--- config.mk ---
export PLATFORM = sky130hd
export DESIGN_NAME = lpc_seq
export DESIGN_NICKNAME = d
export VERILOG_FILES = /design/src/hw/rtl/lpc_pkg.sv /design/src/hw/rtl/lpc_seq.sv
export SDC_FILE = /design/constraint.sdc
export NUM_CORES = 1
export LEC_CHECK = 0
export ABC_AREA = 1
export BUFFER_PORTS_ARGS = -buffer_cell sky130_fd_sc_hd__buf_2
export CAP_MARGIN = 10
export CORE_MARGIN = 2
export CORE_UTILIZATION = 35
export CTS_CLUSTER_SIZE = 40
export DETAILED_ROUTE_END_ITERATION = 7
export MAX_ROUTING_LAYER = met4
export SYNTH_ARGS = -nofsm -noshare
export SYNTH_HDL_FRONTEND = slang
export SYNTH_SLANG_ARGS = --single-unit
--- constraint.sdc ---
create_clock -name i_clk -period 5.1 [get_ports i_clk]
set_input_delay 1.02 -clock i_clk [delete_from_list [all_inputs] [get_ports i_clk]]
set_output_delay 1.02 -clock i_clk [all_outputs]
set_load 0.01 [all_outputs]
--- src/hw/rtl/lpc_pkg.sv ---
// Shared types and constants of the lexical path cleaner.
`default_nettype none

package lpc_pkg;

    // Default store depth in bytes.
    localparam int PATH_LEN_DEF = 4096;

    // Fixed field widths at the ports.
    localparam int IDX_W = 12;
    localparam int LEN_W = 13;

    // Character codes.
    localparam logic [7:0] SLASH_CH = 8'h2F;
    localparam logic [7:0] DOT_CH   = 8'h2E;
    localparam logic [7:0] NUL_CH   = 8'h00;

    // Item function codes.
    localparam logic FUNC_APPEND = 1'b0;
    localparam logic FUNC_READ   = 1'b1;

    // Sequencer states.
    typedef enum logic [4:0] {
        S_IDLE = 5'b00001,
        S_STEP = 5'b00010,
        S_CHAR = 5'b00100,
        S_BT   = 5'b01000,
        S_EOP  = 5'b10000
    } t_state;

    // Store port strobes.
    typedef struct packed {
        logic we;
        logic re;
    } t_mem_ctl;

    // Top to sequencer.
    typedef struct packed {
        logic start;      // input transaction taken this cycle
        logic slot_free;  // output register can be loaded this cycle
    } t_seq_cmd;

    // Sequencer to top.
    typedef struct packed {
        logic busy;
        logic emit;       // result fields valid, load output register
    } t_seq_stat;

endpackage

`default_nettype wire

--- src/hw/rtl/lpc_seq.sv ---
// Cleaning sequencer: path state, element decisions and the backtrack scan.
`default_nettype none

module lpc_seq
    import lpc_pkg::*;
#(
    parameter int PATH_LEN = PATH_LEN_DEF
) (
    input  wire logic                          i_clk,
    input  wire logic                          i_rst_n,
    input  wire t_seq_cmd                      i_cmd,
    input  wire logic                          i_func,
    input  wire logic [7:0]                    i_path_char,
    input  wire logic                          i_end_of_path,
    input  wire logic [IDX_W-1:0]              i_read_index,
    output t_seq_stat                          o_stat,
    output logic                               o_done_res,
    output logic [$clog2(PATH_LEN+1)-1:0]      o_final_len,
    output logic [7:0]                         o_read_byte,
    output logic                               o_overflow,
    output t_mem_ctl                           o_mem_ctl,
    output logic [$clog2(PATH_LEN)-1:0]        o_mem_waddr,
    output logic [7:0]                         o_mem_wdata,
    output logic [$clog2(PATH_LEN)-1:0]        o_mem_raddr,
    input  wire logic [7:0]                    i_mem_rdata
);

    localparam int AW = $clog2(PATH_LEN);
    localparam int PW = $clog2(PATH_LEN + 1);
    localparam int CW = (PW > IDX_W) ? PW : IDX_W;
    localparam logic [PW-1:0] LIMIT = PW'(PATH_LEN);
    localparam logic [PW-1:0] ONE   = PW'(1);

    t_state          r_state, n_state;
    logic [PW-1:0]   r_wp, n_wp;
    logic [PW-1:0]   r_floor, n_floor;
    logic [PW-1:0]   r_esp, n_esp;
    logic [PW-1:0]   r_scan, n_scan;
    logic [PW-1:0]   r_final, n_final;
    logic [1:0]      r_elen, n_elen;
    logic            r_dots, n_dots;
    logic            r_rooted, n_rooted;
    logic            r_started, n_started;
    logic            r_ovf, n_ovf;

    // Item being worked on
    logic            r_func;
    logic [7:0]      r_char;
    logic            r_eop;
    logic [IDX_W-1:0] r_idx;

    // Path state as seen by this item (first byte opens a new path)
    logic            first_root, is_sep;
    logic [PW-1:0]   e_wp, e_floor, e_esp;
    logic [1:0]      e_elen;
    logic            e_dots, e_rooted, e_ovf;

    // Tentative byte write at e_wp
    logic            c_fits, c_ovf, c_dots, need_slash;
    logic [PW-1:0]   c_wp, c_esp;
    logic [1:0]      c_elen;

    // Element close
    logic [PW-1:0]   f_wp, f_esp, q0;
    logic [1:0]      f_elen;
    logic            f_dots;
    logic [PW-1:0]   fo_wp, fo_floor;
    logic            fo_scan;

    logic            do_fin, emit_want, hold, we_raw, re_raw;
    logic            res_done;
    logic [7:0]      res_byte;
    logic [PW-1:0]   scan_prev;
    logic [CW-1:0]   idx_in_ext, idx_cmp, fin_cmp;

    assign is_sep     = (r_char == SLASH_CH) || (r_char == NUL_CH);
    assign first_root = !r_started && (r_char == SLASH_CH);

    assign e_wp     = r_started ? r_wp : (first_root ? ONE : '0);
    assign e_floor  = r_started ? r_floor : e_wp;
    assign e_esp    = r_started ? r_esp : e_wp;
    assign e_elen   = r_started ? r_elen : 2'd0;
    assign e_dots   = r_started ? r_dots : 1'b1;
    assign e_rooted = r_started ? r_rooted : first_root;
    assign e_ovf    = r_started ? r_ovf : 1'b0;

    assign c_fits     = e_wp < LIMIT;
    assign c_wp       = c_fits ? (e_wp + ONE) : e_wp;
    assign c_ovf      = e_ovf | ~c_fits;
    assign c_elen     = (e_elen == 2'd3) ? 2'd3 : (e_elen + 2'd1);
    assign c_dots     = e_dots & (r_char == DOT_CH);
    assign c_esp      = ((r_state == S_STEP) && (e_elen == 2'd0)) ? e_wp : e_esp;
    assign need_slash = (e_elen == 2'd0) && (e_wp != PW'(e_rooted));

    assign f_wp   = is_sep ? e_wp   : c_wp;
    assign f_esp  = is_sep ? e_esp  : c_esp;
    assign f_elen = is_sep ? e_elen : c_elen;
    assign f_dots = is_sep ? e_dots : c_dots;
    assign q0     = f_esp - ONE;

    // "." drops itself, ".." drops the element before it, is kept, or drops itself at the root
    always_comb begin
        fo_wp    = f_wp;
        fo_floor = e_floor;
        fo_scan  = 1'b0;
        if (f_dots && (f_elen == 2'd1)) begin
            fo_wp = f_esp;
        end else if (f_dots && (f_elen == 2'd2)) begin
            if (f_esp > e_floor) begin
                if (q0 <= e_floor) begin
                    fo_wp = q0;
                end else begin
                    fo_scan = 1'b1;
                end
            end else if (!e_rooted) begin
                fo_floor = f_wp;
            end else begin
                fo_wp = f_esp;
            end
        end
    end

    assign scan_prev  = r_scan - ONE;
    assign idx_in_ext = CW'(i_read_index);
    assign idx_cmp    = CW'(r_idx);
    assign fin_cmp    = CW'(r_final);

    always_comb begin
        n_state   = r_state;
        n_wp      = r_wp;
        n_floor   = r_floor;
        n_esp     = r_esp;
        n_scan    = r_scan;
        n_final   = r_final;
        n_elen    = r_elen;
        n_dots    = r_dots;
        n_rooted  = r_rooted;
        n_started = r_started;
        n_ovf     = r_ovf;
        we_raw      = 1'b0;
        re_raw      = 1'b0;
        o_mem_waddr = e_wp[AW-1:0];
        o_mem_wdata = r_char;
        o_mem_raddr = scan_prev[AW-1:0];
        do_fin    = 1'b0;
        emit_want = 1'b0;
        res_done  = 1'b0;
        res_byte  = 8'h00;

        unique case (r_state)
            S_IDLE: begin
                if (i_cmd.start) begin
                    n_state = S_STEP;
                    if (i_func == FUNC_READ) begin
                        re_raw      = 1'b1;
                        o_mem_raddr = idx_in_ext[AW-1:0];
                    end
                end
            end
            S_STEP: begin
                if (r_func == FUNC_READ) begin
                    emit_want = 1'b1;
                    res_byte  = (idx_cmp < fin_cmp) ? i_mem_rdata : 8'h00;
                    n_state   = S_IDLE;
                end else begin
                    n_started = 1'b1;
                    n_rooted  = e_rooted;
                    n_ovf     = e_ovf;
                    n_wp      = e_wp;
                    n_floor   = e_floor;
                    n_esp     = e_esp;
                    n_elen    = e_elen;
                    n_dots    = e_dots;
                    if (is_sep) begin
                        // leading root slash goes to entry zero
                        if (first_root) begin
                            we_raw      = 1'b1;
                            o_mem_waddr = '0;
                            o_mem_wdata = SLASH_CH;
                        end
                        do_fin = 1'b1;
                    end else if (need_slash) begin
                        we_raw      = c_fits;
                        o_mem_wdata = SLASH_CH;
                        n_wp        = c_wp;
                        n_ovf       = c_ovf;
                        n_esp       = c_esp;
                        n_state     = S_CHAR;
                    end else begin
                        we_raw = c_fits;
                        n_ovf  = c_ovf;
                        n_esp  = c_esp;
                        if (r_eop) begin
                            do_fin = 1'b1;
                        end else begin
                            n_wp      = c_wp;
                            n_elen    = c_elen;
                            n_dots    = c_dots;
                            emit_want = 1'b1;
                            n_state   = S_IDLE;
                        end
                    end
                end
            end
            S_CHAR: begin
                we_raw = c_fits;
                n_ovf  = c_ovf;
                n_esp  = c_esp;
                if (r_eop) begin
                    do_fin = 1'b1;
                end else begin
                    n_wp      = c_wp;
                    n_elen    = c_elen;
                    n_dots    = c_dots;
                    emit_want = 1'b1;
                    n_state   = S_IDLE;
                end
            end
            S_BT: begin
                if ((i_mem_rdata == SLASH_CH) || (scan_prev <= r_floor)) begin
                    n_wp = (i_mem_rdata == SLASH_CH) ? r_scan : scan_prev;
                    if (r_eop) begin
                        n_state = S_EOP;
                    end else begin
                        emit_want = 1'b1;
                        n_state   = S_IDLE;
                    end
                end else begin
                    re_raw = 1'b1;
                    n_scan = scan_prev;
                end
            end
            S_EOP: begin
                if (r_wp == '0) begin
                    we_raw      = 1'b1;
                    o_mem_waddr = '0;
                    o_mem_wdata = DOT_CH;
                    n_final     = ONE;
                end else begin
                    n_final = r_wp;
                end
                emit_want = 1'b1;
                res_done  = 1'b1;
                n_wp      = '0;
                n_floor   = '0;
                n_esp     = '0;
                n_elen    = 2'd0;
                n_dots    = 1'b1;
                n_rooted  = 1'b0;
                n_started = 1'b0;
                n_state   = S_IDLE;
            end
            default: begin
                n_state = S_IDLE;
            end
        endcase

        if (do_fin) begin
            n_wp    = fo_wp;
            n_floor = fo_floor;
            n_elen  = 2'd0;
            n_dots  = 1'b1;
            if (fo_scan) begin
                re_raw      = 1'b1;
                o_mem_raddr = q0[AW-1:0];
                n_scan      = q0;
                n_state     = S_BT;
            end else if (r_eop) begin
                n_state = S_EOP;
            end else begin
                emit_want = 1'b1;
                n_state   = S_IDLE;
            end
        end
    end

    // A result that cannot be placed freezes the whole step
    assign hold = emit_want & ~i_cmd.slot_free;

    assign o_mem_ctl.we = we_raw & ~hold;
    assign o_mem_ctl.re = re_raw & ~hold;
    assign o_stat.busy  = (r_state != S_IDLE);
    assign o_stat.emit  = emit_want & ~hold;
    assign o_done_res   = res_done;
    assign o_final_len  = res_done ? n_final : '0;
    assign o_read_byte  = res_byte;
    assign o_overflow   = n_ovf;

    always_ff @(posedge i_clk) begin
        if (!i_rst_n) begin
            r_state   <= S_IDLE;
            r_wp      <= '0;
            r_floor   <= '0;
            r_esp     <= '0;
            r_final   <= '0;
            r_elen    <= 2'd0;
            r_dots    <= 1'b1;
            r_rooted  <= 1'b0;
            r_started <= 1'b0;
            r_ovf     <= 1'b0;
        end else if (!hold) begin
            r_state   <= n_state;
            r_wp      <= n_wp;
            r_floor   <= n_floor;
            r_esp     <= n_esp;
            r_final   <= n_final;
            r_elen    <= n_elen;
            r_dots    <= n_dots;
            r_rooted  <= n_rooted;
            r_started <= n_started;
            r_ovf     <= n_ovf;
        end
    end

    always_ff @(posedge i_clk) begin
        if (!hold) begin
            r_scan <= n_scan;
        end
        if ((r_state == S_IDLE) && i_cmd.start) begin
            r_func <= i_func;
            r_char <= i_path_char;
            r_eop  <= i_end_of_path;
            r_idx  <= i_read_index;
        end
    end

    a_wp_bound: assert property (@(posedge i_clk) disable iff (!i_rst_n)
        r_wp <= LIMIT)
        else $error("write position beyond store");

    a_floor_le_wp: assert property (@(posedge i_clk) disable iff (!i_rst_n)
        r_floor <= r_wp)
        else $error("backtrack floor above write position");

    a_scan_above_floor: assert property (@(posedge i_clk) disable iff (!i_rst_n)
        (r_state == S_BT) |-> (r_scan > r_floor))
        else $error("backtrack scan reached the floor");

    a_no_rw_collision: assert property (@(posedge i_clk) disable iff (!i_rst_n)
        (o_mem_ctl.we && o_mem_ctl.re) |-> (o_mem_waddr != o_mem_raddr))
        else $error("store read and write hit the same entry");

    a_emit_ends_item: assert property (@(posedge i_clk) disable iff (!i_rst_n)
        o_stat.emit |=> (r_state == S_IDLE))
        else $error("result emitted but item not finished");

endmodule

`default_nettype wire

==> out/metrics.yaml <==
p_total_mw: 3.79
synthesis.instances: 1557
area_delta_synth_final_pct: 23.9
rsz0062_at_grt: "true"
dpl.hpwl_microns: 30800
synthAdderAreaFrac_pct: 6.72
skew_ns: 0.0146
setup_viol: 3
synth_compound_gate_area_share_pct: 16.8
path_delay_family: "simple AND/OR/NAND/NOR gates"
drtPass1Iterations: 6
synth_simple_gate_area_share_pct: 38.4
synth_top_family_by_area: "simple AND/OR/NAND/NOR gates"
fin_crit_sh_pct: 100
wire_per_inst_microns: 19.3
synth_nets: 1642
post_dp_cell_area_sq_um: 10800
die_w_microns: 169
gp_congestion: 1.01
timing.final.ws_setup_ns: -0.0219
num-fill-cells: 2819
synth.area.mux_share_pct: 0.316
synth.area.top_cells: "nand2_1 19%, dfxtp_1 13%, edfxtp_1 11%"
p_per_area_nw_per_um2: 322
finalMaxSlewViolations: 0
clock_latency_ns: 0.37
power.leakage_nw: 5.70
critPathSlowestCell: "edfxtp_1"
grt_pass1_wl_microns: 58900
max_freq_mhz: 195
synth-edff-count: 35
worst-path-max-fanout: 6
layout_min_cycle_time_ns: 5.12
die-area_sq_um: 28500
cp.arrival_ns: 4.10
cp-end-kind: "primary output"
drive_gt1_share_pct: 20.5
start_util_pct: 35.4
max_stage_delay_ns: 0.43
synth_area_sq_um: 9490
critPathLaunchType: "flop"
cap_violations: 0
maxSlewHeadroom_pct: 51.1
cts_max_level: 3
seq_area_sq_um: 2320
hp-class: "flop to flop"
path_class: "flop to primary output"
cts.sinks: 98
syn_area_per_cell_sq_um: 6.10
multi_input_area_sq_um: 6520
outcome: "finished, violations left"
drt_wl_total_microns: 39800
path_clk_slew_ns: 0.07
ant_nets: 0
postLayoutCoreUtil_pct: 43.9
cts-root-buf: "clkbuf_16"
fp.dieH_microns: 169
violations: "negative setup slack"
port_buffers: 92
yosys.area.top_type: "nand2_1"
ys_seq_area_share_pct: 24.4
grt_max_degree: 55
io_pins: 93
cts_tree: "built"
synth_top_area_share_pct: 19.5
synth_warnings: 0
cts_hold_buffers: 0
drc: 0
required_ns: 4.08
worst_pin_slew_ns: 0.730
yosys-top-cells-count: "493 x nand2_1, 171 x inv_1, 137 x nor2_1"
clockBufferDepth: 2
yosys_register_bits: 98
netlist-cell-type-count: 54
path_buf_inv: 7
drtIter0Drc: 1131
overflow: 0
route.vias.total: 11100
fin_area_sq_um: 11800
rows: 60
synthArstFlopShare_pct: 0
viasPerCell: 5.39
synth.most_common_cell: "nand2_1"
grt_pass1_vias: 9957
crit_path_frequent_cell: "nor2_4"
irDropWorstVdd_uv: 182
antenna_found_initial: 2
cts_buffers: 9
core-area_sq_um: 26800
synth_top_flop_cell: "dfxtp_1"
num-nets-final: 1803
synth_xor_area_share_pct: 2.40
grt_usage_pct: 28.1
report.final.hold_viol_count: 0
## final timing paths
kind	from	end	slack, ns	cells after the start
worst max register to register	r_scan[1]	r_wp[3]	0.69	23
worst min-delay path	r_esp[10]	r_esp[10]	0.46	2
worst min register to register	r_esp[10]	r_esp[10]	0.46	2
worst max-delay path	r_char[7]	o_mem_raddr[7]	-0.02	29
## state kept, by name, summed over array words and instances (netlist names)
signal / cells
r_esp: 13
r_rooted: 1
r_floor: 13
r_char: 8
fin_cmp: 13
r_wp: 13
r_scan: 13
r_dots: 1
r_ovf: 1
r_eop: 1
r_func: 1
r_started: 1
r_idx: 12
r_elen: 2
r_state: 5
## cells by family (layout without fill, tap and decap cells)
family                   Yosys count  after routing
XOR/XNOR                          26             26
flip-flops                        98             98
other                              0              1
buffers and inverters            247            413
multiplexers                       3              3
adder cells (fa/ha/maj)           51             51
AND/OR/NAND/NOR                  839            839
AO/OA/AOI/OAI                    293            293
## stage by stage
step / hold slack [ns] / setup TNS (ns) / setup slack, ns / cells
floorplan: 0.439 / 0 / 0.0633 / 1557
global placement: 0.450 / 0 / 0.114 / 2019
detailed placement: 0.453 / 0 / 0.0479 / 2019
CTS: 0.464 / -0.0520 / -0.0152 / 2050
global route: 0.483 / -3.73 / -0.297 / 2065
finish: 0.464 / -0.0364 / -0.0219 / 2065
## cell type report
cell class                      instances  area share (%)
Antenna cell                            1          0.0213
Clock buffer                            9            1.91
Clock inverter                          7           0.659
Inverter                              185            5.97
Multi-Input combinational cell       1212            55.4
Sequential cell                        98            19.7
Tap cell                              341            3.63
Timing Repair Buffer                  212            12.7
## worst register-to-register path, stage by stage (launching register included)
cell and delay, ns:
edfxtp_1 0.51, inv_1 0.10, ha_1 0.20, nand2_1 0.10, inv_1 0.08, nand3_1 0.10
nor3_1 0.27, nand3b_1 0.15, xor2_1 0.20, inv_1 0.12, ha_1 0.33, nand2_1 0.08
o21ai_0 0.17, a21oi_1 0.07, a211o_1 0.42, a21oi_1 0.39, nand2_4 0.12, nand2_8 0.08
buf_12 0.29, nand2_4 0.14, buf_12 0.17, nand2_1 0.08, nand2_1 0.05, a21oi_1 0.13
## power breakdown
group          total (mW)  switching [mW]  internal, mW
clock network       0.733           0.365         0.368
registers            1.10           0.139         0.959
logic                1.96            1.22         0.745
total                3.79            1.72          2.07
## metal layers
| metal | GRT usage, % | wire length (microns) |
|---|---|---|
| met5 | - | 0 |
| met4 | 11.0 | 1480 |
| met3 | 4.77 | 3290 |
| met2 | 42.1 | 17400 |
| met1 | 37.7 | 17700 |
## repair_timing
action,in CTS,in global routing
gates cloned,1,1
endpoints found under the setup margin,15,15
pin swaps,16,36
gates resized for setup,57,68
endpoints found under the hold margin,0,0
buffers inserted,14,13
## cells in the final DEF, fill, tap and decap left out, types with 10 or more instances in the layout
cell type / instances
a21oi_1: 99
o21ai_1: 15
inv_1: 163
dfxtp_1: 60
nand4_1: 19
buf_4: 103
a21oi_2: 11
nor2_1: 125
nor3_1: 16
buf_6: 10
o21ai_0: 122
clkbuf_16: 10
nand2_4: 17
nand2_1: 472
inv_2: 12
nor2_4: 15
xor2_1: 19
nand2_2: 30
ha_1: 48
edfxtp_1: 35
nand3_1: 103
buf_2: 91
No activity file was read; power rests on OpenSTA's default activity.
